**src/sv/smoothed_fractional_delay_line_defines.svh**
```systemverilog
// Assertion helpers shared by the RTL
`ifndef SMOOTHED_FRACTIONAL_DELAY_LINE_DEFINES_SVH
`define SMOOTHED_FRACTIONAL_DELAY_LINE_DEFINES_SVH

// condition holds every cycle out of reset
`define SFDL_ASSERT(lbl, cond, msg) \
  lbl: assert property (@(posedge clk_i) disable iff (!rst_ni) (cond)) else $error(msg);

// antecedent implies consequent in the following cycle
`define SFDL_ASSERT_NEXT(lbl, ante, cons, msg) \
  lbl: assert property (@(posedge clk_i) disable iff (!rst_ni) (ante) |=> (cons)) \
    else $error(msg);

`endif

```
**src/sv/sfdl_pkg.sv**
```systemverilog
package sfdl_pkg;

  localparam int unsigned DelayW             = 20;
  localparam int unsigned CoeffW             = 16;
  localparam int unsigned FracW              = 8;
  localparam int unsigned DepthDefault       = 4096;
  localparam int unsigned SampleWidthDefault = 16;

endpackage

```
**src/sv/sfdl_front.sv**
```systemverilog
module sfdl_front #(
  parameter int unsigned Depth       = sfdl_pkg::DepthDefault,
  parameter int unsigned SampleWidth = sfdl_pkg::SampleWidthDefault,
  parameter int unsigned AddrW       = $clog2(Depth),
  parameter int unsigned ItemW       = SampleWidth + 2 * AddrW + sfdl_pkg::FracW
) (
  input  logic                          clk_i,
  input  logic                          rst_ni,
  input  logic                          cfg_we_i,
  input  logic [sfdl_pkg::CoeffW-1:0]   cfg_wdata_i,
  input  logic                          in_valid_i,
  output logic                          in_ready_o,
  input  logic signed [SampleWidth-1:0] sample_i,
  input  logic [sfdl_pkg::DelayW-1:0]   delay_i,
  output logic                          push_o,
  output logic [ItemW-1:0]              item_o,
  input  logic                          full_i
);
  import sfdl_pkg::*;

  typedef enum logic [3:0] {
    F_IDLE = 4'b0001,
    F_M1   = 4'b0010,
    F_M2   = 4'b0100,
    F_PUSH = 4'b1000
  } front_state_e;

  localparam int unsigned PosW  = AddrW + FracW;
  localparam int unsigned ClampW = (PosW > DelayW) ? PosW + 1 : DelayW + 1;
  localparam int unsigned ProdW = DelayW + CoeffW + 1;
  localparam int unsigned SumW  = ProdW + 1;
  localparam logic [ClampW-1:0] DelayLo = ClampW'(1 << FracW);
  localparam logic [ClampW-1:0] DelayHi = ClampW'((Depth - 4) * (1 << FracW));

  front_state_e                 state_q, state_d;
  logic [CoeffW-1:0]            coeff_q;
  logic [AddrW-1:0]             wp_q, wa_q;
  logic [DelayW-1:0]            dreq_q, smooth_q;
  logic signed [SampleWidth-1:0] smp_q;
  logic [ProdW-1:0]             prod_q;
  logic [ItemW-1:0]             item_q;

  logic [SumW-1:0]   sum;
  logic [DelayW-1:0] s_new;
  logic [ClampW-1:0] dc;
  logic [PosW-1:0]   pos;

  assign in_ready_o = (state_q == F_IDLE);
  assign push_o     = (state_q == F_PUSH) && !full_i;
  assign item_o     = item_q;

  always_comb begin
    sum   = SumW'(prod_q) + SumW'(smooth_q) * SumW'(coeff_q) + SumW'(32768);
    s_new = sum[CoeffW +: DelayW];
    dc    = ClampW'(s_new);
    if (dc < DelayLo) dc = DelayLo;
    if (dc > DelayHi) dc = DelayHi;
    pos   = {wa_q + AddrW'(1), FracW'(0)} - dc[PosW-1:0];
  end

  always_comb begin
    state_d = state_q;
    unique case (state_q)
      F_IDLE:  if (in_valid_i) state_d = F_M1;
      F_M1:    state_d = F_M2;
      F_M2:    state_d = F_PUSH;
      F_PUSH:  if (!full_i) state_d = F_IDLE;
      default: state_d = F_IDLE;
    endcase
  end

  always_ff @(posedge clk_i) begin
    if (state_q == F_IDLE && in_valid_i) begin
      dreq_q <= delay_i;
      smp_q  <= sample_i;
      wa_q   <= wp_q;
    end
    if (state_q == F_M1) begin
      prod_q <= ProdW'(dreq_q) * ProdW'(17'(1 << CoeffW) - 17'(coeff_q));
    end
    if (state_q == F_M2) begin
      item_q <= {pos, wa_q, smp_q};
    end
  end

  always_ff @(posedge clk_i or negedge rst_ni) begin
    if (!rst_ni) begin
      state_q  <= F_IDLE;
      coeff_q  <= '0;
      wp_q     <= '0;
      smooth_q <= '0;
    end else begin
      state_q <= state_d;
      if (cfg_we_i) coeff_q <= cfg_wdata_i;
      if (state_q == F_IDLE && in_valid_i) wp_q <= wp_q + AddrW'(1);
      if (state_q == F_M2) smooth_q <= s_new;
    end
  end

endmodule

```
**config.mk**
```make
export PLATFORM = sky130hd
export DESIGN_NAME = sfdl_front
export DESIGN_NICKNAME = d
export VERILOG_FILES = /design/src/sv/smoothed_fractional_delay_line_defines.svh /design/src/sv/sfdl_pkg.sv /design/src/sv/sfdl_front.sv
export SDC_FILE = /design/constraint.sdc
export NUM_CORES = 2
export LEC_CHECK = 0
export BUFFER_PORTS_ARGS = -buffer_cell sky130_fd_sc_hd__buf_4
export CORE_ASPECT_RATIO = 1.1
export CORE_MARGIN = 2
export CORE_UTILIZATION = 60
export CTS_BUF_LIST = sky130_fd_sc_hd__clkbuf_4
export DETAILED_ROUTE_END_ITERATION = 7
export PLACE_DENSITY_LB_ADDON = 0.1
export SYNTH_ARGS = -nofsm -noshare
export SYNTH_HDL_FRONTEND = slang
export SYNTH_SLANG_ARGS = --single-unit
```
**constraint.sdc**
```tcl
create_clock -name clk_i -period 14.75 [get_ports clk_i]
set_input_delay 2.95 -clock clk_i [delete_from_list [all_inputs] [get_ports clk_i]]
set_output_delay 2.95 -clock clk_i [all_outputs]
set_load 0.01 [all_outputs]
```
==> metrics.yaml <==
die-height_um: 238
core.rowCount: 85
cp.required_ns: 15.29
cp_slowest_cell: "dfrtp_1"
drt_pre_antenna_iters: 8
syn_to_final_growth_pct: 5.78
track_usage: 0.286
tritoncts: "yes"
postCtsSetupRepairBufs: 0
layout_setup_ws_ns: 4.92
r2r_end: "item_o[46]"
synth_seq_area_share: 0.176
drtIter0Drc: 1308
clock-sinks: 184
antenna_found_initial: 6
synth_area_leaders: "fa_1, edfxtp_1, ha_1"
tns_ns: 0
r2r_setup_slack_ns: 4.92
max_cap_viol_count: 0
grt_pass1_wl_um: 115000
die_area_sq_um: 51600
relSlewSlack: 0.127
finalHoldViolCount: 0
nFillCells: 4138
worstReg2RegStart: "coeff_q[1]"
wl_per_cell_um: 18.0
critPathMostFrequentCell: "fa_1"
cts_hold_buffers: 0
crit_fanout: 22
cpPeakStageDelay_ns: 0.91
nets: 4015
synth_nets: 3993
setup.worst_path.end: "item_o[46]"
min_path_type: "flop to flop"
synth_edf_count: 132
detailed_place_hpwl_um: 55900
min_period_ns: 9.83
setup_viol: 0
gp_congestion: 0.891
antenna_left: 0
syn-cell-area_sq_um: 29900
clock-root-buffer: "clkbuf_4"
vias: 20955
ys_types: 71
worstMarginPinSlew_ns: 1.31
cts_buffers: 17
drive_gt1_frac: 0.0641
ys_ff_latch: 184
timing.final.crit_share: 0.666
max_freq_mhz: 102
ff2ff_path_depth: 28
clkTransAtPathRegs_ns: 0.20
rsz0062_at_grt: "false"
syn_area_per_cell_sq_um: 9.54
cts_buffer_depth: 2
synthTopCellsByCount: "inv_1, fa_1, nand2_1"
synth_cells: 3132
placed_area_sq_um: 31200
drc_errors: 0
ys_warn_count: 0
synth-main-ff-cell: "edfxtp_1"
utilization: 0.644
startpoint: "coeff_q[1]"
multi_input_area_sq_um: 21500
slew_violations: 0
cts_max_level: 4
yosysMostFrequentCell: "inv_1"
routed_via_density: 5.48
ctsResizeCount: 0
grt_pass1_vias: 23001
seqCellArea_sq_um: 5270
finalClockSkew_ns: 0.0369
endpoint_kind: "flop"
die_w_um: 217
port_buffers: 106
core-area_sq_um: 49100
globalRouteOverflowTotal: 0
critPathArrivalTime_ns: 10.37
pin_count: 107
finalWirelength_um: 69000
grt_max_degree: 53
crit_type: "flop to flop"
place_worst_setup_slack_ns: 5.06
start_util: 0.608
synthArstFlopShare: 0.283
status: "complete, no violations"
critPathLaunchType: "flop"
final_area_sq_um: 31600
yosysTopAreaCell: "fa_1"
synth_top_area_frac: 0.370
insertion_delay_ns: 0.77
-- cells by family (layout without fill, tap and decap cells) --
kind of cell             after synthesis  count (layout)  synth area share
AO/OA/AOI/OAI                        215             215            0.0477
XOR/XNOR                             103             103            0.0302
adder cells (fa/ha/maj)              804             804             0.475
buffers and inverters                855             890             0.107
flip-flops                           184             184             0.176
multiplexers                          18              18           0.00670
other                                  0               8                 0
AND/OR/NAND/NOR                      953             953             0.156
-- cells in the final DEF (no fill, tap or decap), types with 7 or more instances in the layout --
| cell type | n |
|---|---|
| a211oi_1 | 9 |
| a21o_1 | 21 |
| a21oi_1 | 52 |
| a31oi_1 | 12 |
| and2_1 | 292 |
| and3_1 | 11 |
| buf_4 | 131 |
| clkbuf_4 | 17 |
| dfrtp_1 | 51 |
| diode_2 | 8 |
| edfxtp_1 | 132 |
| fa_1 | 553 |
| ha_1 | 251 |
| inv_1 | 726 |
| mux2_2 | 16 |
| nand2_1 | 453 |
| nand2b_1 | 9 |
| nand3_1 | 30 |
| nand4_1 | 13 |
| nor2_1 | 59 |
| nor2b_1 | 7 |
| nor3_1 | 27 |
| o21a_1 | 8 |
| o21ai_0 | 46 |
| o21bai_1 | 8 |
| or3_1 | 10 |
| xnor2_1 | 75 |
| xor2_1 | 25 |
-- sequential cells by signal, summed over array words and instances (netlist names) --
| register | count |
|---|---|
| dreq_q | 20 |
| smooth_q | 20 |
| smp_q | 16 |
| wp_q | 12 |
| wa_q | 12 |
| state_q | 4 |
| prod_q | 36 |
| item_o | 48 |
| coeff_q | 16 |
-- worst max-delay path, delay by kind of cell, from the launching register on --
| family | cells | cell delay, ns |
|---|---|---|
| compound gates | 9 | 2.28 |
| buf+inv | 3 | 0.15 |
| simple gates | 6 | 1.87 |
| flops | 1 | 0.91 |
| xor+xnor | 2 | 0.50 |
| fa+ha+maj | 8 | 3.90 |
-- worst min-delay path by stage --
stage	start	end	slack, ns	cells after the start
3_3_place_gp	smp_q[4]	item_o[4]	0.40	0
6_report	smp_q[4]	item_o[4]	0.42	0
4_1_cts	smp_q[4]	item_o[4]	0.43	0
5_1_grt	smp_q[4]	item_o[4]	0.43	0
3_5_place_dp	smp_q[1]	item_o[1]	0.40	0
2_1_floorplan	smp_q[0]	item_o[0]	0.40	0
-- metrics by stage --
stage | hold WS (ns) | instances
global route | 0.433 | 3825
finish | 0.423 | 3827
floorplan | 0.400 | 3132
CTS | 0.430 | 3819
global placement | 0.400 | 3787
detailed placement | 0.405 | 3787
-- per-layer routing --
metal	GRT usage	routed length (um)
met4	0.112	2670
met1	0.362	28000
met2	0.490	33900
met3	0.0512	4430
met5	0	29
-- final cells by class --
type                            count  share of cell area
Clock buffer                       17             0.00404
Timing Repair Buffer              131              0.0311
Tap cell                          652              0.0258
Sequential cell                   184               0.167
Multi-Input combinational cell   2093               0.678
Inverter                          727              0.0863
Clock inverter                     15             0.00716
Antenna cell                        8            0.000633
Power is left out: the tool's default activity adds up to more than one toggle a clock period on the data nets, which glitch-free logic cannot reach.
