### src/sv/smoothed_fractional_delay_line_defines.svh
// Assertion helpers shared by the RTL
`ifndef SMOOTHED_FRACTIONAL_DELAY_LINE_DEFINES_SVH
`define SMOOTHED_FRACTIONAL_DELAY_LINE_DEFINES_SVH

// condition holds every cycle out of reset
`define SFDL_ASSERT(lbl, cond, msg) \
  lbl: assert property (@(posedge clk_i) disable iff (!rst_ni) (cond)) else $error(msg);

// antecedent implies consequent in the following cycle
`define SFDL_ASSERT_NEXT(lbl, ante, cons, msg) \
  lbl: assert property (@(posedge clk_i) disable iff (!rst_ni) (ante) |=> (cons)) \
    else $error(msg);

`endif

### src/sv/sfdl_queue.sv
`include "smoothed_fractional_delay_line_defines.svh"

module sfdl_queue #(
  parameter int unsigned Width = 8
) (
  input  logic             clk_i,
  input  logic             rst_ni,
  input  logic             push_i,
  input  logic [Width-1:0] push_data_i,
  output logic             full_o,
  input  logic             pop_i,
  output logic [Width-1:0] pop_data_o,
  output logic             empty_o
);

  logic [Width-1:0] store_q [2];
  logic             wr_ptr_q, rd_ptr_q;
  logic [1:0]       count_q;

  assign full_o     = (count_q == 2'd2);
  assign empty_o    = (count_q == 2'd0);
  assign pop_data_o = store_q[rd_ptr_q];

  always_ff @(posedge clk_i) begin
    if (push_i && !full_o) begin
      store_q[wr_ptr_q] <= push_data_i;
    end
  end

  always_ff @(posedge clk_i or negedge rst_ni) begin
    if (!rst_ni) begin
      wr_ptr_q <= 1'b0;
      rd_ptr_q <= 1'b0;
      count_q  <= 2'd0;
    end else begin
      if (push_i && !full_o) begin
        wr_ptr_q <= ~wr_ptr_q;
      end
      if (pop_i && !empty_o) begin
        rd_ptr_q <= ~rd_ptr_q;
      end
      count_q <= count_q + 2'(push_i && !full_o) - 2'(pop_i && !empty_o);
    end
  end

  `SFDL_ASSERT(a_count_range, count_q != 2'd3, "queue count out of range")
  `SFDL_ASSERT(a_no_push_full, !(push_i && full_o), "push into full queue")
  `SFDL_ASSERT(a_no_pop_empty, !(pop_i && empty_o), "pop from empty queue")
  `SFDL_ASSERT(a_ptr_count, (count_q == 2'd1) == (wr_ptr_q != rd_ptr_q),
               "queue pointers disagree with count")

endmodule

### config.mk
export PLATFORM = sky130hd
export DESIGN_NAME = sfdl_queue
export DESIGN_NICKNAME = d
export VERILOG_FILES = /design/src/sv/sfdl_queue.sv
export VERILOG_INCLUDE_DIRS = /design/src /design/src/sv
export SDC_FILE = /design/constraint.sdc
export NUM_CORES = 1
export LEC_CHECK = 0
export BUFFER_PORTS_ARGS = -buffer_cell sky130_fd_sc_hd__buf_2
export CAP_MARGIN = 30
export CORE_UTILIZATION = 44
export DETAILED_ROUTE_END_ITERATION = 7
export GPL_TIMING_DRIVEN = 1
export PLACE_DENSITY = 0.73
export RECOVER_POWER = 100
export SETUP_SLACK_MARGIN = 0.3
export SLEW_MARGIN = 20
export SYNTH_ARGS = -nofsm -noshare
export SYNTH_HDL_FRONTEND = slang
export SYNTH_SLANG_ARGS = --single-unit
### constraint.sdc
create_clock -name clk_i -period 1.51 [get_ports clk_i]
set_input_delay 0.0755 -clock clk_i [delete_from_list [all_inputs] [get_ports clk_i]]
set_output_delay 0.0755 -clock clk_i [all_outputs]
set_load 0.005 [all_outputs]
==> impl_metrics.yaml, run 1 <==
routing:
  drt_iter0_drc: 13
  routed_via_density: 4.683
  antenna_left: 0
  dr.pass1.iters: 6
  drc: 1
  route.vias.total: 487
  drt-total-wl_mm: 1.397
  wl_per_cell_microns: 13.43
sta:
  tns_ps: 0
  hold_violations: 0
  setup_ws_ps: 54.79
  slew_headroom_pct: 84.38
  fin_worst_skew_ps: 8.269
  timing.hold.ws_ps: 154.8
  rsz0062_at_grt: "true"
  min_period_over_period_pct: 96.37
  period_needed_ps: 1455
  drv_slew: 0
  max_freq_mhz: 687.2
  setup_viol: 0
  worst_slew_pin_slew_ps: 234.3
yosys:
  netlist_instances: 43
  ys_ff_latch: 20
  netlist-cell-type-count: 13
  syn-num-nets: 57
  syn_area_sq_um: 775.7
  ys_warn_count: 0
  syn_avg_cell_area_sq_um: 18.04
  yosysSeqAreaShare_pct: 74.84
clock_network:
  htree_levels: 1
  clock_latency_ps: 290
  cts_tree: "built"
  cts-root-buf: "clkbuf_4"
  clk_pin_slew_ps: 110
  numCtsBuffers: 3
  clockBufferDepth: 2
  numClockSinks: 20
pwr:
  power.density_mw_per_mm2: 1740
  irDropWorstVdd_v: 0.001254
  p_leak_nw: 0.4842
  p_total_w: 0.002073
final_layout:
  diodes: 0
  syn2layout_area_growth_pct: 53.55
  drive_above_1_share_pct: 53.41
  fin_cells: 104
  nFillCells: 111
  nets: 103
place:
  portBuffers: 21
  routabilityCongestion: 0.6483
  place_ws_ps: 11.36
  place_hpwl_microns: 792.3
  dp_cells: 80
grt:
  grt_overflow: 0
  grt_max_degree: 12
  grt_pass1_vias: 461
  grt_pass1_wl_mm: 2.152
  antenna_found_initial: 0
  grt_use_total_pct: 16.27
critical_path:
  path_delay_family: "flip-flops"
  crit-reg2reg-capture: "count_q[1]"
  r2r-start: "count_q[0]"
  cp_common_cell: "ha_4"
  crit_required_ps: 1700
  crit_slowest_cell: "dfrtp_2"
  worst_setup_path_end_kind: "flop"
  slowest_delay_ps: 460
  r2r_cells: 7
  arrival_ps: 1640
  crit_type: "reg2reg"
  reg2reg_slack_ps: 50
  timing.critical_path.buf_inv: 1
  cp_cell_sequence: "nor2_4 -> nor2b_4 -> ha_4 -> inv_2 -> ha_4 -> xnor2_2 -> xnor2_1"
  critPathLaunchType: "flop"
  worstSetupStartpoint: "count_q[0]"
  path_max_fanout: 3
status:
  run_status: "finished, violations left"
  violations: "design-rule violations"
floorplanning:
  die_x_microns: 43.99
  ios: 22
  die_h_microns: 43.99
  rows: 14
  core_region_area_sq_mm: 0.001577
  start_util_pct: 49.21
  die_area_sq_mm: 0.001935
hold_path:
  min_path_type: "in2async"
flow_run:
  maxCapViolCount: 0
layout make-up:
type / instances / area (sq um) / area share (%)
clock buffers: 3 / 22.52 / 1.891
clock inverters: 1 / 3.754 / 0.3151
inverters: 2 / 7.507 / 0.6303
multi-input cells: 20 / 262.8 / 22.06
flip-flops and latches: 20 / 584.3 / 49.05
well taps: 16 / 20.02 / 1.681
repair buffers: 42 / 290.3 / 24.37
layout by cell type (no fill, tap or decap), types with 2 or more instances in the layout:
cell,netlist,layout
xnor2_2,0,2
clkbuf_4,0,5
dlygate4sd3_1,0,9
dfrtp_2,0,3
nor2_4,0,2
mux2_1,0,2
clkbuf_1,0,9
buf_6,0,5
ha_4,0,2
clkbuf_2,0,2
buf_4,0,4
mux2_2,8,5
buf_2,1,11
edfxtp_1,16,16
through the flow:
step           utilization [%]  area [sq um]
2_1_floorplan                -         790.8
3_3_place_gp             58.25         918.4
3_5_place_dp             58.25         918.4
4_1_cts                  73.25          1155
5_1_grt                  75.56          1191
6_report                 75.56          1191
sequential cells by signal, indices dropped and copies added (netlist names):
name / cells
store_q: 16
count_q: 2
rd_ptr_q: 1
wr_ptr_q: 1
logic make-up (layout without fill, tap and decap cells):
logic type | Yosys count | after routing | synth area share [%]
DFF | 20 | 20 | 74.84
xor gates and xnor gates | 4 | 4 | 4.517
and+or+nand+nor | 6 | 6 | 4.195
adders and majority gates | 2 | 2 | 3.225
muxes | 8 | 8 | 11.61
buffers and inverters | 3 | 48 | 1.613
cell usage after synthesis:
cell type   n  area share, %
and3_1      1           0.81
edfxtp_1   16             62
nand2_1     1           0.48
nor2b_2     1            1.1
inv_1       2           0.97
dfrtp_1     4             13
xnor2_1     3            3.4
buf_2       1           0.64
nor2_1      2           0.97
xor2_1      1            1.1
nand2b_1    1           0.81
mux2_2      8             12
ha_1        2            3.2
where the power goes:
| group | total, W | internal, W | leakage, nW | switching [W] |
|---|---|---|---|---|
| clock | 0.000245 | 0.0000960 | 0.0154 | 0.000149 |
| sequential | 0.000880 | 0.000779 | 0.192 | 0.000101 |
| combinational | 0.000948 | 0.000568 | 0.277 | 0.000380 |
| total | 0.00207 | 0.00144 | 0.484 | 0.000631 |
how the worst max path moves through the flow:
| stage | cells after the start | slack [ps] | endpoint |
|---|---|---|---|
| 2_1_floorplan | 7 | 90 | count_q[1] |
| 3_3_place_gp | 7 | 30 | count_q[1] |
| 3_5_place_dp | 7 | 10 | count_q[1] |
| 4_1_cts | 7 | 60 | count_q[1] |
| 5_1_grt | 3 | 8 | pop_data_o[4] |
| 6_report | 7 | 50 | count_q[1] |
metal layers:
metal | global-route usage [%] | part of all wire [%] | vias to the layer above
li1 | - | - | 244
met1 | 21.07 | 40 | 231
met2 | 26.87 | 55 | 10
met3 | 2.917 | 3.9 | 2
met4 | 7.273 | 1.1 | 0
met5 | 0 | 0 | -
what timing repair did:
item                                    CTS  global route
resized for setup                        18            16
hold buffers                              9             0
endpoints found under the setup margin   26            28
hold endpoints to repair                 20             0
buffers inserted                          7             4
pin swaps                                 6             3
Power figures use the tool's default switching activity.
==> run 2: changes to the inputs <==
- CORE_UTILIZATION: 44 -> 48
- PLACE_DENSITY: 0.73 -> 0.76
- TNS_END_PERCENT: not set -> 30
- clock period: 1.51 -> 1.66 ns (I/O delays scaled with it)
==> impl_metrics.yaml, run 2 (synthesis results as in run 1) <==
place:
  routabilityCongestion: 0.6301
  dp_cells: 81
  place_hpwl_microns: 863.1
  portBuffers: 21
  place_ws_ps: 136.5
routing:
  route.vias.total: 467
  drc: 0
  routed_via_density: 4.814
  drt-total-wl_mm: 1.214
  dr.pass1.iters: 4
  antenna_left: 0
  drt_iter0_drc: 4
  wl_per_cell_microns: 12.52
pwr:
  p_sw_share_pct: 29.14
  power_frac_clock_pct: 13.3
  combinationalPowerShare_pct: 38.2
  switching_power_w: 0.0004751
  irDropWorstVdd_v: 0.0009917
  p_int_w: 0.001155
  power.density_mw_per_mm2: 1527
  sequentialPowerShare_pct: 48.6
  p_leak_nw: 0.4183
floorplanning:
  core_region_area_sq_mm: 0.001506
  rows: 14
  die_x_microns: 42.20
  ios: 22
  start_util_pct: 51.50
  die_area_sq_mm: 0.001781
  die_h_microns: 42.20
critical_path:
  cp_common_cell: "ha_4"
  crit_slowest_cell: "dfrtp_2"
  critPathLaunchType: "flop"
  path_max_fanout: 3
  worstSetupStartpoint: "count_q[1]"
  worst_setup_path_end_kind: "flop"
  r2r-start: "count_q[1]"
  crit_required_ps: 1840
  path_delay_family: "adder cells"
  slowest_delay_ps: 430
  crit_type: "reg2reg"
  timing.critical_path.buf_inv: 1
  cp_cell_sequence: "nand2b_1 -> nand2_1 -> ha_4 -> inv_2 -> ha_4 -> xnor2_2 -> xnor2_1"
  arrival_ps: 1680
final_layout:
  largest_reg_flops: 16
  syn2layout_area_growth_pct: 37.58
  fin_cells: 97
  drive_above_1_share_pct: 39.51
  register_area_sq_um: 581.8
  final_cell_mix: "edfxtp_1 (16), buf_2 (13), dlygate4sd3_1 (9), clkbuf_1 (9), mux2_2 (8)"
  multi_input_area_sq_um: 212.7
  regMostFlops: "store_q"
  mostFrequentLayoutCell: "edfxtp_1"
  nets: 96
  diodes: 0
  nFillCells: 119
  largestRegisters: "store_q (16), count_q (2)"
grt:
  antenna_found_initial: 0
  grt_use_total_pct: 16.73
  grt_pass1_wl_mm: 2.118
  grt_pass1_vias: 496
  grt_overflow: 0
  grt_max_degree: 12
sta:
  max_freq_mhz: 669.2
  worst_slew_pin_slew_ps: 397.7
  tns_ps: 0
  period_needed_ps: 1494
  fin_worst_skew_ps: 1.350
  min_period_over_period_pct: 90.02
  setup_viol: 0
  hold_violations: 0
  rsz0062_at_grt: "true"
  slew_headroom_pct: 73.49
  setup_ws_ps: 165.7
  drv_slew: 0
clock_network:
  numCtsBuffers: 3
  htree_levels: 1
  clockBufferDepth: 2
  cts_tree: "built"
  cts-root-buf: "clkbuf_4"
  clock_latency_ps: 280
  clk_pin_slew_ps: 100
  numClockSinks: 20
flow_run:
  maxCapViolCount: 0
hold_path:
  min_path_type: "in2async"
status:
  run_status: "finished, final reports clean"
[run 2: cell count changes in the layout (fill, tap and decap cells not counted), sizes merged]
cell	delta
clkbuf	-4
buf	-3
[run 2: cell type report]
type	instances	share of cell area [%]
multi-input cells	20	19.93
clock buffers	3	2.110
inverters	2	0.7034
repair buffers	35	20.52
flip-flops and latches	20	54.51
well taps	16	1.876
clock inverters	1	0.3517
[run 2: worst register-to-register path, cell delays in order, from the launching register on]
cell	delay [ps]
dfrtp_2	430
nand2b_1	120
nand2_1	120
ha_4	280
inv_2	30
ha_4	150
xnor2_2	130
xnor2_1	120
[run 2: routing by layer]
| layer | part of all wire, % | wire (microns) | global-route usage (%) | vias to the layer above |
|---|---|---|---|---|
| met2 | 52 | 637 | 29.23 | 13 |
| met4 | 0.66 | 8 | 7.500 | 0 |
| li1 | - | - | - | 231 |
| met3 | 3.7 | 45 | 3.879 | 2 |
| met1 | 43 | 523 | 19.40 | 221 |
| met5 | 0 | 0 | 0 | - |
[run 2: metrics by stage]
step	util (%)	hold slack, ps	power [W]	instance area [sq um]
6_report	70.85	152.6	0.001630	1067
5_1_grt	70.85	168.3	0.001742	1067
3_5_place_dp	61.46	-103.1	0.001353	925.9
4_1_cts	72.26	115.7	0.001680	1089
3_3_place_gp	61.46	-106.0	0.001322	925.9
2_1_floorplan	-	-212.6	0.001141	790.8
[run 2: power groups by stage]
stage	combinational (W)	sequential, W	clock, W
2_1_floorplan	0.000387	0.000755	0
4_1_cts	0.000652	0.000801	0.000227
6_report	0.000622	0.000792	0.000216
3_3_place_gp	0.000514	0.000807	0
3_5_place_dp	0.000540	0.000813	0
5_1_grt	0.000686	0.000812	0.000244
[run 2: path summary, 6_finish.rpt]
check	to	depth (start not counted)	slack [ps]
min in group clk_i	rd_ptr_q	3	250
setup reg to reg	count_q[1]	7	170
hold reg to reg	count_q[1]	1	490
max in group asynchronous	count_q[1]	2	1290
setup / recovery	count_q[1]	7	170
hold / removal	wr_ptr_q	2	150
[run 2: timing repair]
action	4_1_cts	5_1_grt
buffers inserted	3	0
hold buffers	9	0
gates resized for setup	4	5
pin swaps	4	0
endpoints found under the setup margin	10	25
endpoints found under the hold margin	20	0
==> run 3: changes to the inputs <==
- CELL_PAD_IN_SITES_DETAIL_PLACEMENT: not set -> 1
- CELL_PAD_IN_SITES_GLOBAL_PLACEMENT: not set -> 1
- CORE_ASPECT_RATIO: not set -> 0.7
- CORE_UTILIZATION: 48 -> 40
==> impl_metrics.yaml, run 3 (synthesis results as in run 1) <==
status:
  run_status: "finished, final reports clean"
grt:
  antenna_found_initial: 0
  grt_pass1_wl_mm: 2.766
  grt_use_total_pct: 21.03
  grt_pass1_vias: 579
  grt_overflow: 0
  grt_max_degree: 12
clock_network:
  clock_latency_ps: 300
  numCtsBuffers: 3
  htree_levels: 1
  cts_tree: "built"
  clk_pin_slew_ps: 100
  cts-root-buf: "clkbuf_4"
  numClockSinks: 20
  clockBufferDepth: 2
final_layout:
  largestRegisters: "store_q (16), count_q (2)"
  nFillCells: 167
  fin_util_pct: 64.68
  nets: 98
  drive_above_1_share_pct: 44.58
  diodes: 0
  final_cell_mix: "edfxtp_1 (16), buf_2 (12), clkbuf_1 (11)"
  mostFrequentLayoutCell: "edfxtp_1"
  regMostFlops: "store_q"
  largest_reg_flops: 16
  syn2layout_area_growth_pct: 41.45
sta:
  rsz0062_at_grt: "true"
  period_needed_ps: 1510
  tns_ps: 0
  slew_headroom_pct: 72.19
  drv_slew: 0
  hold_violations: 0
  min_period_over_period_pct: 90.99
  setup_viol: 0
  fin_worst_skew_ps: 5.067
  max_freq_mhz: 662.1
  worst_slew_pin_slew_ps: 417.2
critical_path:
  crit_slowest_cell: "dfrtp_2"
  path_max_fanout: 3
  cp_cell_sequence: "nand2b_1 -> nand2_4 -> ha_1 -> inv_2 -> ha_4 -> xnor2_2 -> xnor2_1"
  crit_type: "reg2reg"
  worst_setup_path_end_kind: "flop"
  slowest_delay_ps: 410
  arrival_ps: 1730
  critPathLaunchType: "flop"
  crit_required_ps: 1880
pwr:
  p_sw_share_pct: 32.09
  switching_power_w: 0.0005660
  p_int_w: 0.001198
  irDropWorstVdd_v: 0.0009232
  sequentialPowerShare_pct: 47.0
  combinationalPowerShare_pct: 40.0
  p_leak_nw: 0.4336
  power.density_mw_per_mm2: 1607
  power_frac_clock_pct: 13.1
flow_run:
  maxCapViolCount: 0
routing:
  drt_iter0_drc: 3
  drc: 0
  routed_via_density: 4.837
  drt-total-wl_mm: 1.815
  wl_per_cell_microns: 17.45
  antenna_left: 0
  dr.pass1.iters: 3
  route.vias.total: 503
floorplanning:
  die_x_microns: 54.64
  start_util_pct: 45.72
  ios: 22
  core_region_area_sq_mm: 0.001697
  die_area_sq_mm: 0.002122
  die_h_microns: 38.85
  rows: 12
hold_path:
  min_path_type: "in2async"
place:
  portBuffers: 21
  routabilityCongestion: 0.7283
  place_hpwl_mm: 1.052
## run 3: area by class of cell
class                      instances  area (sq um)  area share (%)
inverter                           2         7.507          0.6842
multi-input combinational         20         222.7           20.30
clock buffer                       4         26.28           2.395
timing repair buffer              37         230.2           20.98
tap                               21         26.28           2.395
sequential                        20         584.3           53.25
## run 3: path summary, 6_finish.rpt
kind / slack (ps) / end / startpoint / cells after the start
max: 150 / count_q[1] / count_q[0] / 7
min: 170 / rd_ptr_q / rst_ni / 2
max reg2reg: 150 / count_q[1] / count_q[0] / 7
min reg2reg: 530 / wr_ptr_q / wr_ptr_q / 1
max in group asynchronous: 1240 / count_q[0] / rst_ni / 2
min in group clk_i: 230 / wr_ptr_q / push_i / 4
## run 3: worst max-delay path: cells and delay by family (launching register included)
family | cells | cell delay [ps]
adder cells (fa/ha/maj) | 2 | 440
flip-flops | 1 | 410
XOR/XNOR | 2 | 280
AND/OR/NAND/NOR | 2 | 250
buffers and inverters | 1 | 40
## run 3: per-layer routing
layer | GRT usage (%) | up-vias | wire length, microns
met5 | 0 | - | 0
met4 | 8.974 | 0 | 38
met3 | 6.667 | 5 | 75
met2 | 38.86 | 17 | 974
met1 | 21.68 | 245 | 726
li1 | - | 236 | -
## run 3: power by group through the flow
stage	registers (W)	logic (W)	clock network [W]
2_1_floorplan	0.000755	0.000387	0
3_3_place_gp	0.000809	0.000515	0
3_5_place_dp	0.000819	0.000533	0
4_1_cts	0.000824	0.000692	0.000242
5_1_grt	0.000843	0.000757	0.000262
6_report	0.000828	0.000705	0.000231
## run 3: per-stage QoR
step                      instances  hold WS, ps  instance area (sq um)  total power [W]  setup slack [ps]
final                           104        171.0                   1097         0.001764             149.6
after global placement           85       -103.1                  924.6         0.001324             185.8
after global routing            104        187.2                   1097         0.001862             80.00
after detailed placement         85       -103.9                  924.6         0.001351             130.9
after CTS                       102        98.55                   1114         0.001757             208.3
after floorplan                  43       -212.6                  790.8         0.001141             237.3
## run 3: repair_timing
action                                 in CTS  in global routing
endpoints found under the hold margin      20                  0
pin swaps                                   5                  2
setup endpoints to repair                  10                 26
buffers inserted                            4                  2
cloned                                      0                  0
hold buffers                                9                  0
resized for setup                           8                  3
